$ cat src/hdl/fpr_pkg.sv
package fpr_pkg;

   localparam logic [7:0] START_BYTE = 8'h2E;
   localparam logic [7:0] SUM_INVERT = 8'hFF;

   localparam logic KIND_PAYLOAD = 1'b0;
   localparam logic KIND_ACK     = 1'b1;

   typedef struct packed {
      logic       checksum_ok;
      logic [7:0] frame_length;
      logic [7:0] frame_command;
      logic [4:0] payload_index;
      logic [7:0] payload_byte;
      logic       kind;
   } result_type;

endpackage

$ cat src/hdl/fpr_frame_fsm.sv
module fpr_frame_fsm #(
   parameter int MAX_FRAME = 32
) (
   input  logic               clock,
   input  logic               reset,
   input  logic               step,
   input  logic [7:0]         rx_byte,
   output logic               res_valid,
   output fpr_pkg::result_type res
);
   import fpr_pkg::*;

   localparam logic [2:0] PH_WAIT = 3'd0;
   localparam logic [2:0] PH_CMD  = 3'd1;
   localparam logic [2:0] PH_LEN  = 3'd2;
   localparam logic [2:0] PH_DATA = 3'd3;
   localparam logic [2:0] PH_CSUM = 3'd4;

   localparam logic [5:0] FRAME_LIMIT = 6'(MAX_FRAME);

   logic [2:0] phase_ff, phase_in;
   logic [5:0] count_ff, count_in;
   logic [7:0] command_ff, command_in;
   logic [7:0] length_ff, length_in;
   logic [7:0] sum_ff, sum_in;
   logic [5:0] count_inc;
   logic [7:0] sum_add;
   logic [5:0] data_seen;

   assign count_inc = count_ff + 6'd1;
   assign sum_add   = sum_ff + rx_byte;
   // payload bytes taken so far, including this one
   assign data_seen = count_ff - 6'd2;

   always_comb begin
      phase_in   = phase_ff;
      count_in   = count_ff;
      command_in = command_ff;
      length_in  = length_ff;
      sum_in     = sum_ff;
      res_valid  = 1'b0;
      res        = '0;
      if (step) begin
         case (phase_ff)
            PH_CMD, PH_LEN, PH_DATA, PH_CSUM: begin
               if (count_ff >= FRAME_LIMIT) begin
                  // frame overrun: drop silently
                  phase_in = PH_WAIT;
               end else begin
                  count_in = count_inc;
                  case (phase_ff)
                     PH_CMD: begin
                        command_in = rx_byte;
                        sum_in     = sum_add;
                        phase_in   = PH_LEN;
                     end
                     PH_LEN: begin
                        length_in = rx_byte;
                        sum_in    = sum_add;
                        phase_in  = (rx_byte != 8'd0) ? PH_DATA : PH_CSUM;
                     end
                     PH_DATA: begin
                        sum_in = sum_add;
                        if ({2'b00, data_seen} >= length_ff) begin
                           phase_in = PH_CSUM;
                        end
                        res_valid         = 1'b1;
                        res.kind          = KIND_PAYLOAD;
                        res.payload_byte  = rx_byte;
                        res.payload_index = 5'(count_ff - 6'd3);
                     end
                     default: begin
                        phase_in          = PH_WAIT;
                        res_valid         = 1'b1;
                        res.kind          = KIND_ACK;
                        res.frame_command = command_ff;
                        res.frame_length  = length_ff;
                        res.checksum_ok   = (rx_byte == (sum_ff ^ SUM_INVERT));
                     end
                  endcase
               end
            end
            default: begin
               if (rx_byte == START_BYTE) begin
                  phase_in   = PH_CMD;
                  count_in   = 6'd1;
                  sum_in     = 8'd0;
                  command_in = 8'd0;
                  length_in  = 8'd0;
               end else begin
                  phase_in = PH_WAIT;
               end
            end
         endcase
      end
   end

   always_ff @(posedge clock) begin
      if (reset) begin
         phase_ff   <= PH_WAIT;
         count_ff   <= 6'd0;
         command_ff <= 8'd0;
         length_ff  <= 8'd0;
         sum_ff     <= 8'd0;
      end else begin
         phase_ff   <= phase_in;
         count_ff   <= count_in;
         command_ff <= command_in;
         length_ff  <= length_in;
         sum_ff     <= sum_in;
      end
   end

endmodule

$ cat src/hdl/framed_packet_receiver.sv
// Channel   Direction  tdata                        tuser
// req_      in         rx_byte                      -
// rsp_      out        see rsp_tdata                kind
//
// One item per cycle unless the result stalls: an input register, the frame
// state machine and a result register lie between req accept and rsp_tvalid.
// Reset is synchronous and returns the receiver to hunting for the start byte.
// A stalled result holds in the output register while the input register
// still takes one more item; req_tready then stays low until rsp_tready.
module framed_packet_receiver #(
   parameter int MAX_FRAME = 32
) (
   input  logic        clock,
   input  logic        reset,
   input  logic        req_tvalid,
   output logic        req_tready,
   input  logic [7:0]  req_tdata,   // [7:0] rx_byte
   output logic        rsp_tvalid,
   input  logic        rsp_tready,
   // [7:0] payload_byte, [12:8] payload_index, [20:13] frame_command,
   // [28:21] frame_length, [29] checksum_ok, [31:30] zero
   output logic [31:0] rsp_tdata,
   output logic        rsp_tuser    // [0] kind
);
   import fpr_pkg::*;

   logic       in_valid_ff, in_valid_in;
   logic [7:0] in_byte_ff, in_byte_in;
   logic       out_valid_ff, out_valid_in;
   result_type out_ff, out_in;
   logic       advance;
   logic       res_valid;
   result_type res;

   assign advance    = in_valid_ff && (!out_valid_ff || rsp_tready);
   assign req_tready = !in_valid_ff || advance;

   fpr_frame_fsm #(
      .MAX_FRAME (MAX_FRAME)
   ) u_fsm (
      .clock     (clock),
      .reset     (reset),
      .step      (advance),
      .rx_byte   (in_byte_ff),
      .res_valid (res_valid),
      .res       (res)
   );

   always_comb begin
      in_valid_in  = in_valid_ff;
      in_byte_in   = in_byte_ff;
      out_valid_in = out_valid_ff;
      out_in       = out_ff;
      if (req_tvalid && req_tready) begin
         in_valid_in = 1'b1;
         in_byte_in  = req_tdata;
      end else if (advance) begin
         in_valid_in = 1'b0;
      end
      if (advance) begin
         out_valid_in = res_valid;
         out_in       = res;
      end else if (rsp_tready) begin
         out_valid_in = 1'b0;
      end
   end

   always_ff @(posedge clock) begin
      if (reset) begin
         in_valid_ff  <= 1'b0;
         out_valid_ff <= 1'b0;
      end else begin
         in_valid_ff  <= in_valid_in;
         out_valid_ff <= out_valid_in;
      end
      in_byte_ff <= in_byte_in;
      out_ff     <= out_in;
   end

   assign rsp_tvalid = out_valid_ff;
   assign rsp_tuser  = out_ff.kind;
   assign rsp_tdata  = {2'b00, out_ff.checksum_ok, out_ff.frame_length,
                        out_ff.frame_command, out_ff.payload_index,
                        out_ff.payload_byte};

endmodule
$ cat config.mk
export PLATFORM = sky130hd
export DESIGN_NAME = framed_packet_receiver
export DESIGN_NICKNAME = d
export VERILOG_FILES = /design/src/hdl/fpr_pkg.sv /design/src/hdl/fpr_frame_fsm.sv /design/src/hdl/framed_packet_receiver.sv
export SDC_FILE = /design/constraint.sdc
export NUM_CORES = 1
export LEC_CHECK = 0
export ABC_AREA = 0
export BUFFER_PORTS_ARGS = -buffer_cell sky130_fd_sc_hd__buf_2
export CAP_MARGIN = 30
export CORE_ASPECT_RATIO = 0.75
export CORE_MARGIN = 5
export CORE_UTILIZATION = 57
export DETAILED_ROUTE_END_ITERATION = 10
export PLACE_DENSITY = 0.79
export SETUP_SLACK_MARGIN = 0.2
export SYNTH_ARGS = -nofsm -noshare
export SYNTH_HDL_FRONTEND = slang
export SYNTH_SLANG_ARGS = --single-unit
$ cat constraint.sdc
create_clock -name clock -period 3.1 [get_ports clock]
set_input_delay 0 -clock clock [delete_from_list [all_inputs] [get_ports clock]]
set_output_delay 0 -clock clock [all_outputs]
set_load 0.02 [all_outputs]
---- Yosys cells after proc, flatten, opt, wreduce, memory -nomap -nowiden ----
Cells that the tools add are included.
cells by class
  add/sub/neg operators ................... 4
  magnitude comparators ................... 2
  equality and inequality tests ........... 11
  mux-type cells .......................... 27
  bitwise operators ....................... 3
  reductions and logical operators ........ 21
operators with widths
  cell                                                                      count
  8-bit two-way mux                                                         10
  6-bit two-way mux                                                         3
  3-bit two-way mux                                                         4
  4-bit AND reduction                                                       3
  1-bit two-way mux                                                         9
  3-bit case mux with 3 select lines                                        1
  8-bit adder                                                               1
  8-bit by 6-bit == test with 1-bit output (second input constant)          1
  8-bit == test                                                             1
  6-bit by 8-bit greater-or-equal comparator with 1-bit output              1
  8-bit inverter                                                            1
  8-bit nonzero test                                                        1
  6-bit by 1-bit adder with 6-bit output (second input constant)            1
  3-bit by 2-bit == test with 1-bit output (second input constant)          2
  6-bit greater-or-equal comparator (second input constant)                 1
  2-bit nonzero test                                                        3
  3-bit OR reduction                                                        2
  6-bit by 2-bit subtractor with 6-bit output (second input constant)       1
  5-bit OR reduction                                                        1
  5-bit by 2-bit subtractor with 5-bit output (second input constant)       1
  2-bit by 1-bit inequality test with 1-bit output (second input constant)  2
  2-bit inequality test (second input constant)                             2
  4-bit by 2-bit inequality test with 1-bit output (second input constant)  1
  2-bit OR reduction                                                        2
  9 further kinds                                                           13
word-level totals
  register bits after elaboration ......... 74
  input bits .............................. 12
  output and inout port bits .............. 35
  word-level logic and storage cells ...... 82

---- Logic depth before layout (Yosys ltp) ----
Gate-level depths: netlist (run 1).
  depth after elaboration ................. 6
  depth in mapped cells ................... 11
  mapped depth without buffers ............ 10

---- By module ----
A second synthesis (run 1) with hierarchy kept.
unflattened totals
  cell total of the unflattened synthesis .. 335
  area total of the unflattened synthesis .. 3537.1 µm²
modules (own cells, without submodules)
  module                  times used  cells each  area each (µm²)
  fpr_frame_fsm           1           283         2243.4
  framed_packet_receiver  1           52          1293.7

---- Worst setup path after synthesis (run 1) ----
OpenSTA, ideal clock, no wires.
  path type ............................... register -> register
  from .................................... reg out_valid_ff (netlist: rsp_tvalid)
  to ...................................... reg u_fsm.length_ff[6]
  setup time .............................. 128 ps
  arrival ................................. 2152 ps
  data required time ...................... 2972 ps
  setup slack ............................. 821 ps
  cell stages (with the launch flop) ...... 9
  clock period less this slack ............ 2279 ps
  cell sequence ........................... dfxtp_1 -> nand2b_1 -> nand2_1 -> clkinv_1 -> o211ai_2 -> buf_2 -> nor2_1 -> a21oi_1 -> nor2_1
between the ends
  word-level cells in the longest chain between the ends .. 4
ends and longest elaborated chain
  what                                  RTL line                      text
  start, declared                       framed_packet_receiver.sv:29  logic out_valid_ff, out_valid_in;
  start signal, assigned                framed_packet_receiver.sv:74  out_valid_ff <= out_valid_in;
  1-bit zero test                       framed_packet_receiver.sv:35  assign advance = in_valid_ff && (!out_valid_ff || rsp_tready);
  1-bit logical OR                      framed_packet_receiver.sv:35
  1-bit logical AND                     framed_packet_receiver.sv:35
  net advance                           framed_packet_receiver.sv:31  logic advance;
  4-bit AND reduction (no source line)  --
  end signal, assigned                  fpr_frame_fsm.sv:109          length_ff <= length_in;
  end, declared                         fpr_frame_fsm.sv:24           logic [7:0] length_ff, length_in;
The timed path passes the listed nets, and every way through them passes these cells.
A chain may end at the register's enable or synchronous reset.

---- Final worst setup path (run 1) ----
  from .................................... reg in_byte_ff[2]
  to ...................................... reg u_fsm.sum_ff[7]
between the ends
  word-level cells in the longest chain between the ends .. 4
  elaborated cells between the ends (all ways) .. 7
ends and longest elaborated chain
  what                    RTL line                      text
  start, declared         framed_packet_receiver.sv:28  logic [7:0] in_byte_ff, in_byte_in;
  start signal, assigned  framed_packet_receiver.sv:76  in_byte_ff <= in_byte_in;
  8-bit adder             fpr_frame_fsm.sv:31           assign sum_add = sum_ff + rx_byte;
  8-bit two-way mux       fpr_frame_fsm.sv:51           case (phase_ff)
  8-bit two-way mux       fpr_frame_fsm.sv:46           if (count_ff >= FRAME_LIMIT) begin
  8-bit two-way mux       fpr_frame_fsm.sv:44           case (phase_ff)
  end signal, assigned    fpr_frame_fsm.sv:110          sum_ff <= sum_in;
  end, declared           fpr_frame_fsm.sv:25           logic [7:0] sum_ff, sum_in;
Parallel ways exist; a longest one is shown, timed or not. The select of a mux whose other input is x is not followed.

==> results list, run 1 <==
* Outcome: completed
- For this design the ratio of total power to cell area is 490 mW/mm^2.
- Most frequent cells in the layout: buf_2, edfxtp_1, nor2_1
- Number of antenna-violating nets in the routed design: 0
* Post-synth ARST share: 0%
- For this run, the top clock speed supported by timing is 407 MHz.
- Reg-to-reg slack, setup: 0.64 ns
- Detailed Route WL: 7.41 mm
- Data arrival time at the worst-slack endpoint: 2.74 ns
- Max-cap viol count: 0
- Synthesis produced 346 cells.
- Worst slack at placement: 0.699 ns
* Clk_lat worst skew: 0.35 ns
- Crit path kind: flip-flop to flip-flop
* Post-synth top flop: edfxtp_1
- No sink is reached through more buffers than the 2 on the longest clock path.
* Per-cell via count in the routed design: 5.60
* Fin nets: 428
- Endpoint of the worst hold-timing path: u_fsm.length_ff[2]
- Core Util, Final: 69.7%
* Maximum number of pins on one net before global-route repair: 36
- Mean Syn Cell Area: 10.1 um^2
- During synthesis, Yosys emitted a total of 0 warnings.
- Synthesis instantiated 50 different standard cells from the library.
- Cells with a size suffix above 1 make up 17.2% of the layout.
* Average detailed-routed wire length per instance: 15.4 um
- Post-synth EDFFs: 39
* Nature of the critical path startpoint: flip-flop
* Leakage power summed over all cells: 1.57 nW
- The worst register-to-register path begins at in_byte_ff[2].
- Leaving out fill and tap cells, the most frequent cell in the layout is buf_2.
- At the end of routability-driven placement, the weighted congestion stood at 0.954.
- Final Slew Violations: 0
- X dimension of the die: 101 um
- The worst hold path begins at reset.
* Register Area: 0.00187 mm^2
- Summed over all failing endpoints, the final setup total negative slack is 0 ns.
- Detailed placement ended at an HPWL of 5.19 mm.
* Tightest Hold Check Type: input pin to flip-flop
- TritonCTS built the clock tree.
- The worst register-to-register path ends at u_fsm.sum_ff[7].
* Wire length of the first global-routing pass: 12.6 mm
- The number of antenna violations at the first check in global routing came to 0.
- CTS placed an instance of clkbuf_8 at the clock tree root.
- Synth Area in Compound Gates: 13.1%
- Synthesized-area fraction occupied by and/or/nand/nor cells: 19.6%
* Largest family of logic cells by synthesized area: simple AND/OR/NAND/NOR gates
- For the worst setup path, the data required time is 3.38 ns.
- Footprint of the multi-input gates: 0.00151 mm^2
* Detailed Routing Iterations Pass 1: 5
- Summing the areas of all xor and xnor instances in the mapped netlist gives 2.75% of the synthesized area.
* Remaining max-slew budget at the tightest pin: 55.8%
- Final setup violation count: 0
- Count of port buffers added during placement: 44
- Die area: 0.00783 mm^2
* CP Capture Type: flip-flop
- Summed over all layers, the global routing overflow is 0.
* Post-layout min period: 2.46 ns
- Top cells by area, synth: edfxtp_1, dfxtp_1, ha_1, and2_1, a21oi_1
* Area share of the largest cell type after synthesis: 33.4%
* Clk_skew: 0.00810 ns
- Worst Hold Margin: 0.158 ns
* Number of cells on the worst hold path: 2
- Number of antenna repair diodes: 0
- Number of fillers in the final layout: 452
* CTS Buf Count: 9
- Worst-path clk slew: 0.08 ns
- For the worst flop-to-flop path, the logic depth is 7.
* Via count of the first global-routing pass: 2,486
* # DRC: 0
- The finished layout holds 480 standard cells, fillers aside.
- Slew at the pin with the worst max-slew slack: 0.663 ns
- Initial cell density of the core: 59.5%
- The tree built by TritonCTS fans out to 74 sinks.
- Chip Height: 77.9 um
- Combined area of all synthesized cells: 0.00350 mm^2
- Proportion of synthesized area in mux cells: 0.322%
- Core region area: 0.00589 mm^2
- The final number of hold-violating endpoints is 0.
- In this run the core area contains 24 standard-cell rows.
- Worst VDD drop: 0.337 mV
- After Yosys synthesis, full adders, half adders and majority gates account for 7.00% of the synthesized area.
- Once routing completed, OpenROAD measured the worst setup slack at 0.641 ns.
- Setup repair after global routing missed its margin: false
* Share of the yosys chip area belonging to registers: 53.4%
- Post-placement cell count: 453
- Flip-flop and latch count after synthesis: 74
* Violation count after the first detailed-routing iteration: 175
- Combined global-route utilization of all metal layers: 20.8%
- Tcrit/Tclk final: 79.3%
* Worst-path maximum fanout: 6
* Area growth syn-to-layout: 17.1%
- The number of gates resized after CTS was 0.
* H-Tree Level Count: 3
* I/O pin cnt: 47
- Post-synthesis cell type with the largest combined area: edfxtp_1
- Via count: 2,690
[per-stage QoR]
| step | total power [mW] | area, um^2 |
|---|---|---|
| 6_report | 2.01 | 4100 |
| 5_1_grt | 2.10 | 4100 |
| 3_5_place_dp | 1.21 | 3770 |
| 2_1_floorplan | 1.17 | 3510 |
| 3_3_place_gp | 1.21 | 3770 |
| 4_1_cts | 2.03 | 4100 |
[sequential cells by signal, indices dropped and copies added, names as in the netlist, 3 cells and up]
register and cells:
in_byte_ff 8, u_fsm.phase_ff 3, rsp_tdata 30, u_fsm.sum_ff 8, u_fsm.count_ff 6, u_fsm.length_ff 8
u_fsm.command_ff 8
[worst max-delay path: stages, from the launching register on]
cell and delay (ns):
edfxtp_1 0.51, ha_1 0.42, a21oi_1 0.16, nand2_1 0.13, a41oi_1 0.32, mux2_2 0.40
o32a_1 0.33, a21oi_1 0.13
[area by class of cell]
cell class / instances / area share, %
Tap cell: 78 / 2.38
Inverter: 13 / 1.19
Clock buffer: 10 / 3.11
Clock inverter: 6 / 2.26
Timing Repair Buffer: 58 / 8.60
Multi-Input combinational cell: 241 / 36.8
Sequential cell: 74 / 45.6
[cell usage after synthesis (all sizes together) (2+ instances only)]
master	n
and2	28
a41oi	2
ha	18
inv	12
o21ai	13
nor2	39
a21o	2
nand2b	3
buf	5
a22oi	9
or4	2
nand2	25
o211ai	2
xnor2	5
a31oi	2
nand3b	4
nand4	4
o31ai	2
dfxtp	35
nor3	6
edfxtp	39
or3	5
xor2	6
and3	2
clkbuf	14
a21oi	33
a211oi	3
nor2b	4
nand3	9
[layer usage]
layer  global-route usage [%]  up-vias  share of wire [%]
li1                         -     1327                  -
met1                     28.2     1222                 46
met2                     30.2      131                 43
met3                     7.71       10                9.8
met4                     8.21        0                1.2
met5                        0        -                  0
[report_power, final]
part | leakage [nW] | internal [mW] | switching (mW)
clock network | 0.103 | 0.455 | 0.352
logic | 0.804 | 0.0463 | 0.0850
registers | 0.662 | 1.05 | 0.0207
[worst max path at each step]
stage | startpoint | endpoint | slack [ns] | cells past startpoint
after floorplan | rsp_tvalid | u_fsm.length_ff[6] | 0.82 | 8
after global placement | in_byte_ff[2] | u_fsm.sum_ff[7] | 0.74 | 7
after detailed placement | in_byte_ff[2] | u_fsm.sum_ff[7] | 0.70 | 7
after CTS | in_byte_ff[2] | u_fsm.sum_ff[7] | 0.68 | 7
after global routing | u_fsm.count_ff[2] | u_fsm.phase_ff[2] | 0.52 | 10
final | in_byte_ff[2] | u_fsm.sum_ff[7] | 0.64 | 7
[repair_timing]
item,in CTS,in global routing
hold endpoints to repair,10,0
hold buffers,11,0
setup buffers,0,0
[kinds of logic after synthesis]
kind of cell             Yosys count
buffers and inverters             32
flip-flops                        74
XOR/XNOR                          11
AO/OA/AOI/OAI                     73
adder cells (fa/ha/maj)           19
other                              1
AND/OR/NAND/NOR                  135
multiplexers                       1
Power figures use the tool's default switching activity.
==> run 2, diff against run 1 <==
--- a/config.mk
+++ b/config.mk
@@ -5,14 +5,14 @@
 export SDC_FILE = /design/constraint.sdc
 export NUM_CORES = 1
 export LEC_CHECK = 0
-export ABC_AREA = 0
+export ABC_AREA = 1
 export BUFFER_PORTS_ARGS = -buffer_cell sky130_fd_sc_hd__buf_2
 export CAP_MARGIN = 30
 export CORE_ASPECT_RATIO = 0.75
 export CORE_MARGIN = 5
-export CORE_UTILIZATION = 57
+export CORE_UTILIZATION = 52
 export DETAILED_ROUTE_END_ITERATION = 10
-export PLACE_DENSITY = 0.79
+export PLACE_DENSITY = 0.76
 export SETUP_SLACK_MARGIN = 0.2
 export SYNTH_ARGS = -nofsm -noshare
 export SYNTH_HDL_FRONTEND = slang
==> constraint.sdc (replaced) <==
create_clock -name clock -period 2.2 [get_ports clock]
set_input_delay 0 -clock clock [delete_from_list [all_inputs] [get_ports clock]]
set_output_delay 0 -clock clock [all_outputs]
set_load 0.02 [all_outputs]
==> results list, run 2 <==
- Across the VDD grid, the largest voltage drop is 0.468 mV.
* Detailed Route WL: 7.97 mm
- Clk_lat worst skew: 0.35 ns
- GRT Max-Usage Layer: met2
* Final hold vios: 0
* Number of flip-flops under the largest register name: 30
- GR Util met2: 30.5%
- CTS Buffer Depth: 2
- Compared with the post-synthesis result, the final layout area differs by 19.5%.
* Top cells by area, synth: edfxtp_1, dfxtp_1, nand2_1, ha_1, a21oi_1
- In this run the tool buffered the top-level ports with 44 buffer cells.
* Chip Height: 81.6 um
- Pin placement for this block handled 47 I/O pins.
* Post-place instance area: 0.00390 mm^2
- Dividing the detail-routed wire length by the instance count gives 14.1 um.
- Tcrit/Tclk final: 89.0%
- For this run, asynchronously set or reset flops after synthesis account for 0%.
- Mean Syn Cell Area: 8.65 um^2
- Synthesized-area fraction occupied by and/or/nand/nor cells: 22.9%
* Post-synth EDFFs: 39
- Combined global-route utilization of all metal layers: 19.2%
- After global routing the overflow that remains totals 0.
* Final setup violation count: 0
- Power share of the clock group: 34.0%
* Data arrival time at the worst-slack endpoint: 2.21 ns
* Largest family of logic cells by synthesized area: simple AND/OR/NAND/NOR gates
- The portion of synthesized area spent on multiplexers is 0%.
* Initial antenna violation count: 0
* Switching Power: 0.728 mW
* Proportion of layout cells with a drive suffix above 1: 19.7%
- For this run, design rule violations remaining after detail routing come to 0.
- The floorplan step defined a die boundary enclosing 0.00861 mm^2.
- The tree built by TritonCTS fans out to 74 sinks.
* Part of the total power dissipated in sequential elements: 55.7%
- Clock-pin slew was measured on the worst setup and hold paths at 0.08 ns.
* Number of fillers in the final layout: 553
* H-Tree Level Count: 3
- The worst setup path is launched from a flip-flop.
* Worst path top cell family by delay: adder cells
- In this run the core area contains 26 standard-cell rows.
- Once detailed placement completed, the half-perimeter wirelength came to 5.67 mm.
- For the worst setup path, the data required time is 2.45 ns.
* Via count: 2,936
- In this run the static leakage power is 1.72 nW.
* Core region area: 0.00673 mm^2
- For this run, the top clock speed supported by timing is 510 MHz.
* Fin nets: 509
- Pwr Total: 2.72 mW
- Most common library cell in the layout ignoring fill and taps: nand2_1
* Tightest Hold Check Type: input pin to flip-flop
- Share of the yosys chip area belonging to registers: 52.7%
* Maximum number of pins on one net before global-route repair: 34
- Slew at the pin with the worst max-slew slack: 0.676 ns
- Most frequent cells in the layout: nand2_1, nor2_1, inv_1
- The clock period could shrink to 1.96 ns.
- Post-synthesis xor/xnor area fraction: 1.97%
- CTS Buf Count: 9
- Mapped Cells: 411
- Worst Hold Margin: 0.193 ns
* Crit path kind: flip-flop to flip-flop
- Summing the areas of all compound-gate instances in the mapped netlist gives 7.85% of the synthesized area.
- Clk_skew: 0.00713 ns
- Headroom to the max-slew limit came out at 55.0%.
- The critical path contains buffers and inverters numbering 2 combined.
* Area share of the largest cell type after synthesis: 32.9%
- The repair_antennas step left the layout with diodes totalling 0.
* Per-cell via count in the routed design: 5.18
* Synth top cells by count: nand2_1, nor2_1, inv_1
- Yosys printed 0 warnings.
- Summed over all instances, the cell type with the most area after synthesis is edfxtp_1.
- Master cell of the clock root buffer: clkbuf_8
- Of the total synthesized cell area, the portion taken by full adders, half adders and majority gates is 6.90%.
- Critical Path Slowest Stage Cell: dfxtp_2
- Switching portion of total power: 26.7%
* X dimension of the die: 105 um
- In this run the remaining antenna-violating nets after routing total 0.
- Pwr dens: 641 mW/mm^2
- Synthesis inferred 74 register bits.
- TritonCTS built the clock tree.
- Detailed Routing Iterations Pass 1: 4
- Final Slew Violations: 0
- Global-route track usage on met3: 6.21%
- In this run the cell area of the synthesized design comes to 0.00355 mm^2.
- Final GP Congestion: 0.934
- For this run, global-route usage on met1 was measured as 25.5%.
- In the final timing run, aggregate negative setup slack is 0 ns.
* Post-synth top flop: edfxtp_1
- With fillers left out, the area of the finished cells amounts to 0.00425 mm^2.
* Setup repair after global routing missed its margin: true
- Max-cap viol count: 0
* Crit-path cells: inv_2, ha_4, nand3_2, xor2_1, ha_1, a21o_1, nand2_1, inv_1, a21oi_2, nand4_1, a21oi_1, nor2_1
- Synthesis instantiated 33 different standard cells from the library.
* Most frequent cell after synthesis: nand2_1
- The initial utilization of the core area, before any placement, comes to 52.8%.
- CP Capture Type: flip-flop
* Outcome: completed
* Violation count after the first detailed-routing iteration: 269
* Critical path's largest stage delay: 0.33 ns
* Wire length of the first global-routing pass: 13.1 mm
* Proportion of power drawn by combinational gates: 10.3%
* Via count of the first global-routing pass: 2,761
* Int Power: 2.00 mW
* Worst-path maximum fanout: 4
run 2: changes by cell type after synthesis, moves of 4 or more:
cell / before / now
clkbuf_1: 14 / 7
nand2_1: 25 / 75
a22oi_1: 9 / 0
xnor2_1: 5 / 0
or3_1: 5 / 0
nor2b_1: 4 / 0
inv_1: 12 / 52
o21ai_0: 10 / 5
and2_1: 28 / 0
nand3_1: 9 / 33
nor2_1: 38 / 53
a21oi_1: 33 / 43
run 2: cell families (layout without fill, tap and decap cells):
kind of cell / after synthesis / count (layout)
AOI/OAI and AO/OA: 53 / 53
xor gates and xnor gates: 8 / 8
and+or+nand+nor: 187 / 187
buffers and inverters: 69 / 140
other: 1 / 2
adders and majority gates: 19 / 19
DFF: 74 / 74
run 2: what timing repair did:
item                                   CTS  global route
setup endpoints to repair                3            22
hold buffers                            11             0
resized for setup                        3            11
gates cloned                             0             0
endpoints found under the hold margin   10             0
buffers inserted                         1             2
pin swaps                                0             6
run 2: cell type report:
type	count	area [um^2]	share of cell area [%]
inverters	57	220	5.18
repair buffers	67	420	9.89
multi-input cells	269	1460	34.3
well taps	84	105	2.47
flip-flops and latches	74	1870	44.1
clock buffers	10	128	3.00
clock inverters	6	43.8	1.03
run 2: path summary, 6_finish.rpt:
| check | slack (ns) | from | cells past startpoint | end |
|---|---|---|---|---|
| setup / recovery | 0.24 | u_fsm.count_ff[2] | 12 | u_fsm.phase_ff[1] |
| hold / removal | 0.19 | reset | 2 | u_fsm.length_ff[3] |
| setup reg to reg | 0.24 | u_fsm.count_ff[2] | 12 | u_fsm.phase_ff[1] |
| hold reg to reg | 0.46 | u_fsm.command_ff[3] | 2 | u_fsm.command_ff[3] |
run 2: per-layer routing:
| metal | vias to the layer above | part of all wire, % | wire, um |
|---|---|---|---|
| li1 | 1480 | - | - |
| met1 | 1344 | 48 | 3790 |
| met2 | 99 | 44 | 3540 |
| met3 | 13 | 6.7 | 534 |
| met4 | 0 | 1.3 | 100 |
| met5 | - | 0 | 0 |
run 2: per-stage QoR:
step	setup slack (ns)	utilization, %	cells
3_5_place_dp	0.0850	57.9	537
6_report	0.241	63.1	567
2_1_floorplan	0.177	-	412
5_1_grt	0.123	63.1	567
4_1_cts	0.213	62.2	565
3_3_place_gp	0.145	57.9	537
run 2: power groups by stage:
stage / Combinational, mW / Sequential, mW / Clock (mW)
2_1_floorplan: 0.153 / 1.58 / 0
3_3_place_gp: 0.251 / 1.55 / 0
3_5_place_dp: 0.256 / 1.55 / 0
4_1_cts: 0.273 / 1.52 / 0.933
5_1_grt: 0.310 / 1.52 / 0.999
6_report: 0.280 / 1.52 / 0.925
run 2: worst register-to-register path, delay by kind of cell, from the launching register on:
kind / cells / cell delay (ns)
flops: 1 / 0.33
compound gates: 3 / 0.43
buf+inv: 2 / 0.13
fa+ha+maj: 2 / 0.47
xor+xnor: 1 / 0.15
simple gates: 4 / 0.36
==> run 3, diff against run 2 <==
==> constraint.sdc (replaced) <==
create_clock -name clock -period 2.2 [get_ports clock]
set_input_delay 0.22 -clock clock [delete_from_list [all_inputs] [get_ports clock]]
set_output_delay 0.22 -clock clock [all_outputs]
set_load 0.02 [all_outputs]
==> results list, run 3 (synthesis gave the netlist of run 2 again) <==
- # DRC: 0
- Switching portion of total power: 23.8%
- Routability-driven placement finished with a final weighted congestion of 0.932.
* Wire length of the first global-routing pass: 13.0 mm
- Chip Height: 81.6 um
- Die area: 0.00861 mm^2
* Outcome: completed
- Number of cells on the worst hold path: 1
- CTS Buf Count: 9
- Combined global-route utilization of all metal layers: 19.2%
- Global routing used 31.1% of the available met2 tracks.
* X dimension of the die: 105 um
- CP Capture Type: flip-flop
* Remaining max-slew budget at the tightest pin: 56.8%
* Number of flip-flops under the largest register name: 30
* Critical Path Slowest Stage Cell: dfxtp_2
* Tcrit/Tclk final: 86.9%
- Max-cap viol count: 0
- The via count of the first global-routing pass came to 2,741.
- Part of the total power dissipated in sequential elements: 51.6%
- Initial cell density of the core: 52.8%
* Number of antenna repair diodes: 0
* Proportion of power drawn by combinational gates: 8.9%
- Dividing total power by cell area gives a power density of 703 mW/mm^2.
* Number of sinks on the clock net: 74
* Worst-path maximum fanout: 4
- After floorplanning, the core was divided into 26 placement rows.
- Global routing consumed, on the met1 layer, 25.6% of the routing resources.
- Initial antenna violation count: 0
- For this design the static power due to leakage is 1.69 nW.
- The core region is 0.00673 mm^2.
- 47 I/O pins were placed.
- Power share of the clock group: 39.5%
* Average detailed-routed wire length per instance: 14.1 um
- H-Tree Level Count: 3
* Residual overflow from global routing: 0
* Worst VDD drop: 0.402 mV
- In the global route stage, met3 resource usage came out at 4.95%.
* Number of antenna-violating nets in the routed design: 0
- Violation count after the first detailed-routing iteration: 253
* Master cell of the clock root buffer: clkbuf_8
- Final hold vios: 0
- TritonCTS built the clock tree.
- Fin nets: 498
- Setup repair after global routing missed its margin: true
* Number of fillers in the final layout: 579
- Most frequent cells in the layout: nand2_1, nor2_1, inv_1
- Summing all placed instances gives a cell area of 0.00389 mm^2.
- Slew at the pin with the worst max-slew slack: 0.647 ns
- The analysis attributes to net switching a power of 0.699 mW.
- Crit-path cells: inv_4, ha_4, nand3_2, xor2_1, ha_1, nand2_1, nor3_2, nand2_1, nand4_1, nand4_1, nand2_1, inv_1
* Nature of the critical path startpoint: flip-flop
- Crit path kind: flip-flop to flip-flop
* Number of cells on the worst reg-to-reg path: 12
* Cell repeated most along the worst path: nand2_1
- Clock latency on the worst-skew pair, taken at its later pin, is 0.35 ns.
- Detailed Route WL: 7.85 mm
- After layout, the minimum clock period comes to 1.91 ns.
- Derived from the worst setup path, the maximum achievable clock frequency is 523 MHz.
* HPWL after detailed placement: 5.49 mm
- met2 is the most crowded layer.
- Area growth syn-to-layout: 17.7%
- After clock tree synthesis, the clock-pin slew on the worst setup and hold paths is 0.07 ns.
- Maximum number of pins on one net before global-route repair: 37
* Core Util, Final: 62.1%
- Internal power comes to 2.24 mW.
* Per-cell via count in the routed design: 5.31
- Tightest Hold Check Type: input pin to flip-flop
- STA puts the critical path data arrival time at 2.15 ns.
- Cells with a size suffix above 1 make up 19.5% of the layout.
- The number of pins with negative max-slew slack in the final report is 0.
- CTS Buffer Depth: 2
- Critical path's largest stage delay: 0.34 ns
- Required time at the endpoint of the critical path: 2.44 ns
- Count of port buffers added during placement: 44
- Clock skew on the completed layout was measured at 0.0110 ns.
* Via count: 2,951
* Final setup violation count: 0
- Detailed Routing Iterations Pass 1: 5
- The library cell used most frequently in the layout, excluding fill and tap cells, is nand2_1.
* Post-layout instance area: 0.00418 mm^2
* Post-route setup TNS: 0 ns
==> run 3: cell count changes in the layout (fill, tap and decap cells not counted), moves of 2 or more <==
cell	before	now
clkinv_4	3	0
clkinv_2	2	0
bufinv_16	0	2
dlygate4sd3_1	11	0
==> run 3: per-stage QoR <==
step | cells | power [mW] | hold slack, ns | worst slack [ns]
floorplan | 412 | 1.73 | 0.319 | 0.177
global placement | 536 | 1.80 | 0.396 | 0.148
detailed placement | 536 | 1.80 | 0.398 | 0.0687
CTS | 553 | 2.96 | 0.0315 | 0.211
global route | 556 | 3.06 | 0.0233 | 0.130
finish | 556 | 2.94 | 0.0448 | 0.287
==> run 3: critical path, delay by kind of cell, from the launching register on <==
family,cells,cell delay [ns]
simple gates,7,0.77
xor+xnor,1,0.15
buf+inv,2,0.12
flops,1,0.34
fa+ha+maj,2,0.42
==> run 3: path summary, 6_finish.rpt <==
kind                      start                 end  slack, ns
min                req_tdata[0]       in_byte_ff[0]       0.04
max           u_fsm.count_ff[1]   u_fsm.phase_ff[0]       0.29
max reg2reg   u_fsm.count_ff[1]   u_fsm.phase_ff[0]       0.29
min reg2reg  u_fsm.length_ff[3]  u_fsm.length_ff[3]       0.46
==> run 3: per-layer routing <==
layer	part of all wire (%)	vias up
li1	-	1447
met1	47	1382
met2	44	112
met3	7.1	10
met4	1.4	0
met5	0	-
==> run 3: repair_timing <==
item | in CTS | in global routing
pin swaps | 2 | 6
setup buffers | 1 | 3
hold endpoints to repair | 0 | 0
gates resized for setup | 4 | 9
setup endpoints to repair | 3 | 19
hold buffers | 0 | 0
==> run 3: layout make-up <==
type / count / area, um^2 / share of cell area (%)
flip-flops and latches: 74 / 1870 / 44.8
multi-input cells: 269 / 1450 / 34.6
repair buffers: 56 / 314 / 7.51
inverters: 57 / 220 / 5.26
clock buffers: 12 / 145 / 3.47
well taps: 84 / 105 / 2.51
clock inverters: 4 / 75.1 / 1.79
==> run 3: power by group through the flow <==
stage	sequential [mW]	clock, mW	combinational, mW
after floorplan	1.58	0	0.153
after global placement	1.55	0	0.249
after detailed placement	1.55	0	0.254
after CTS	1.52	1.18	0.256
after global routing	1.52	1.25	0.291
final	1.52	1.16	0.262
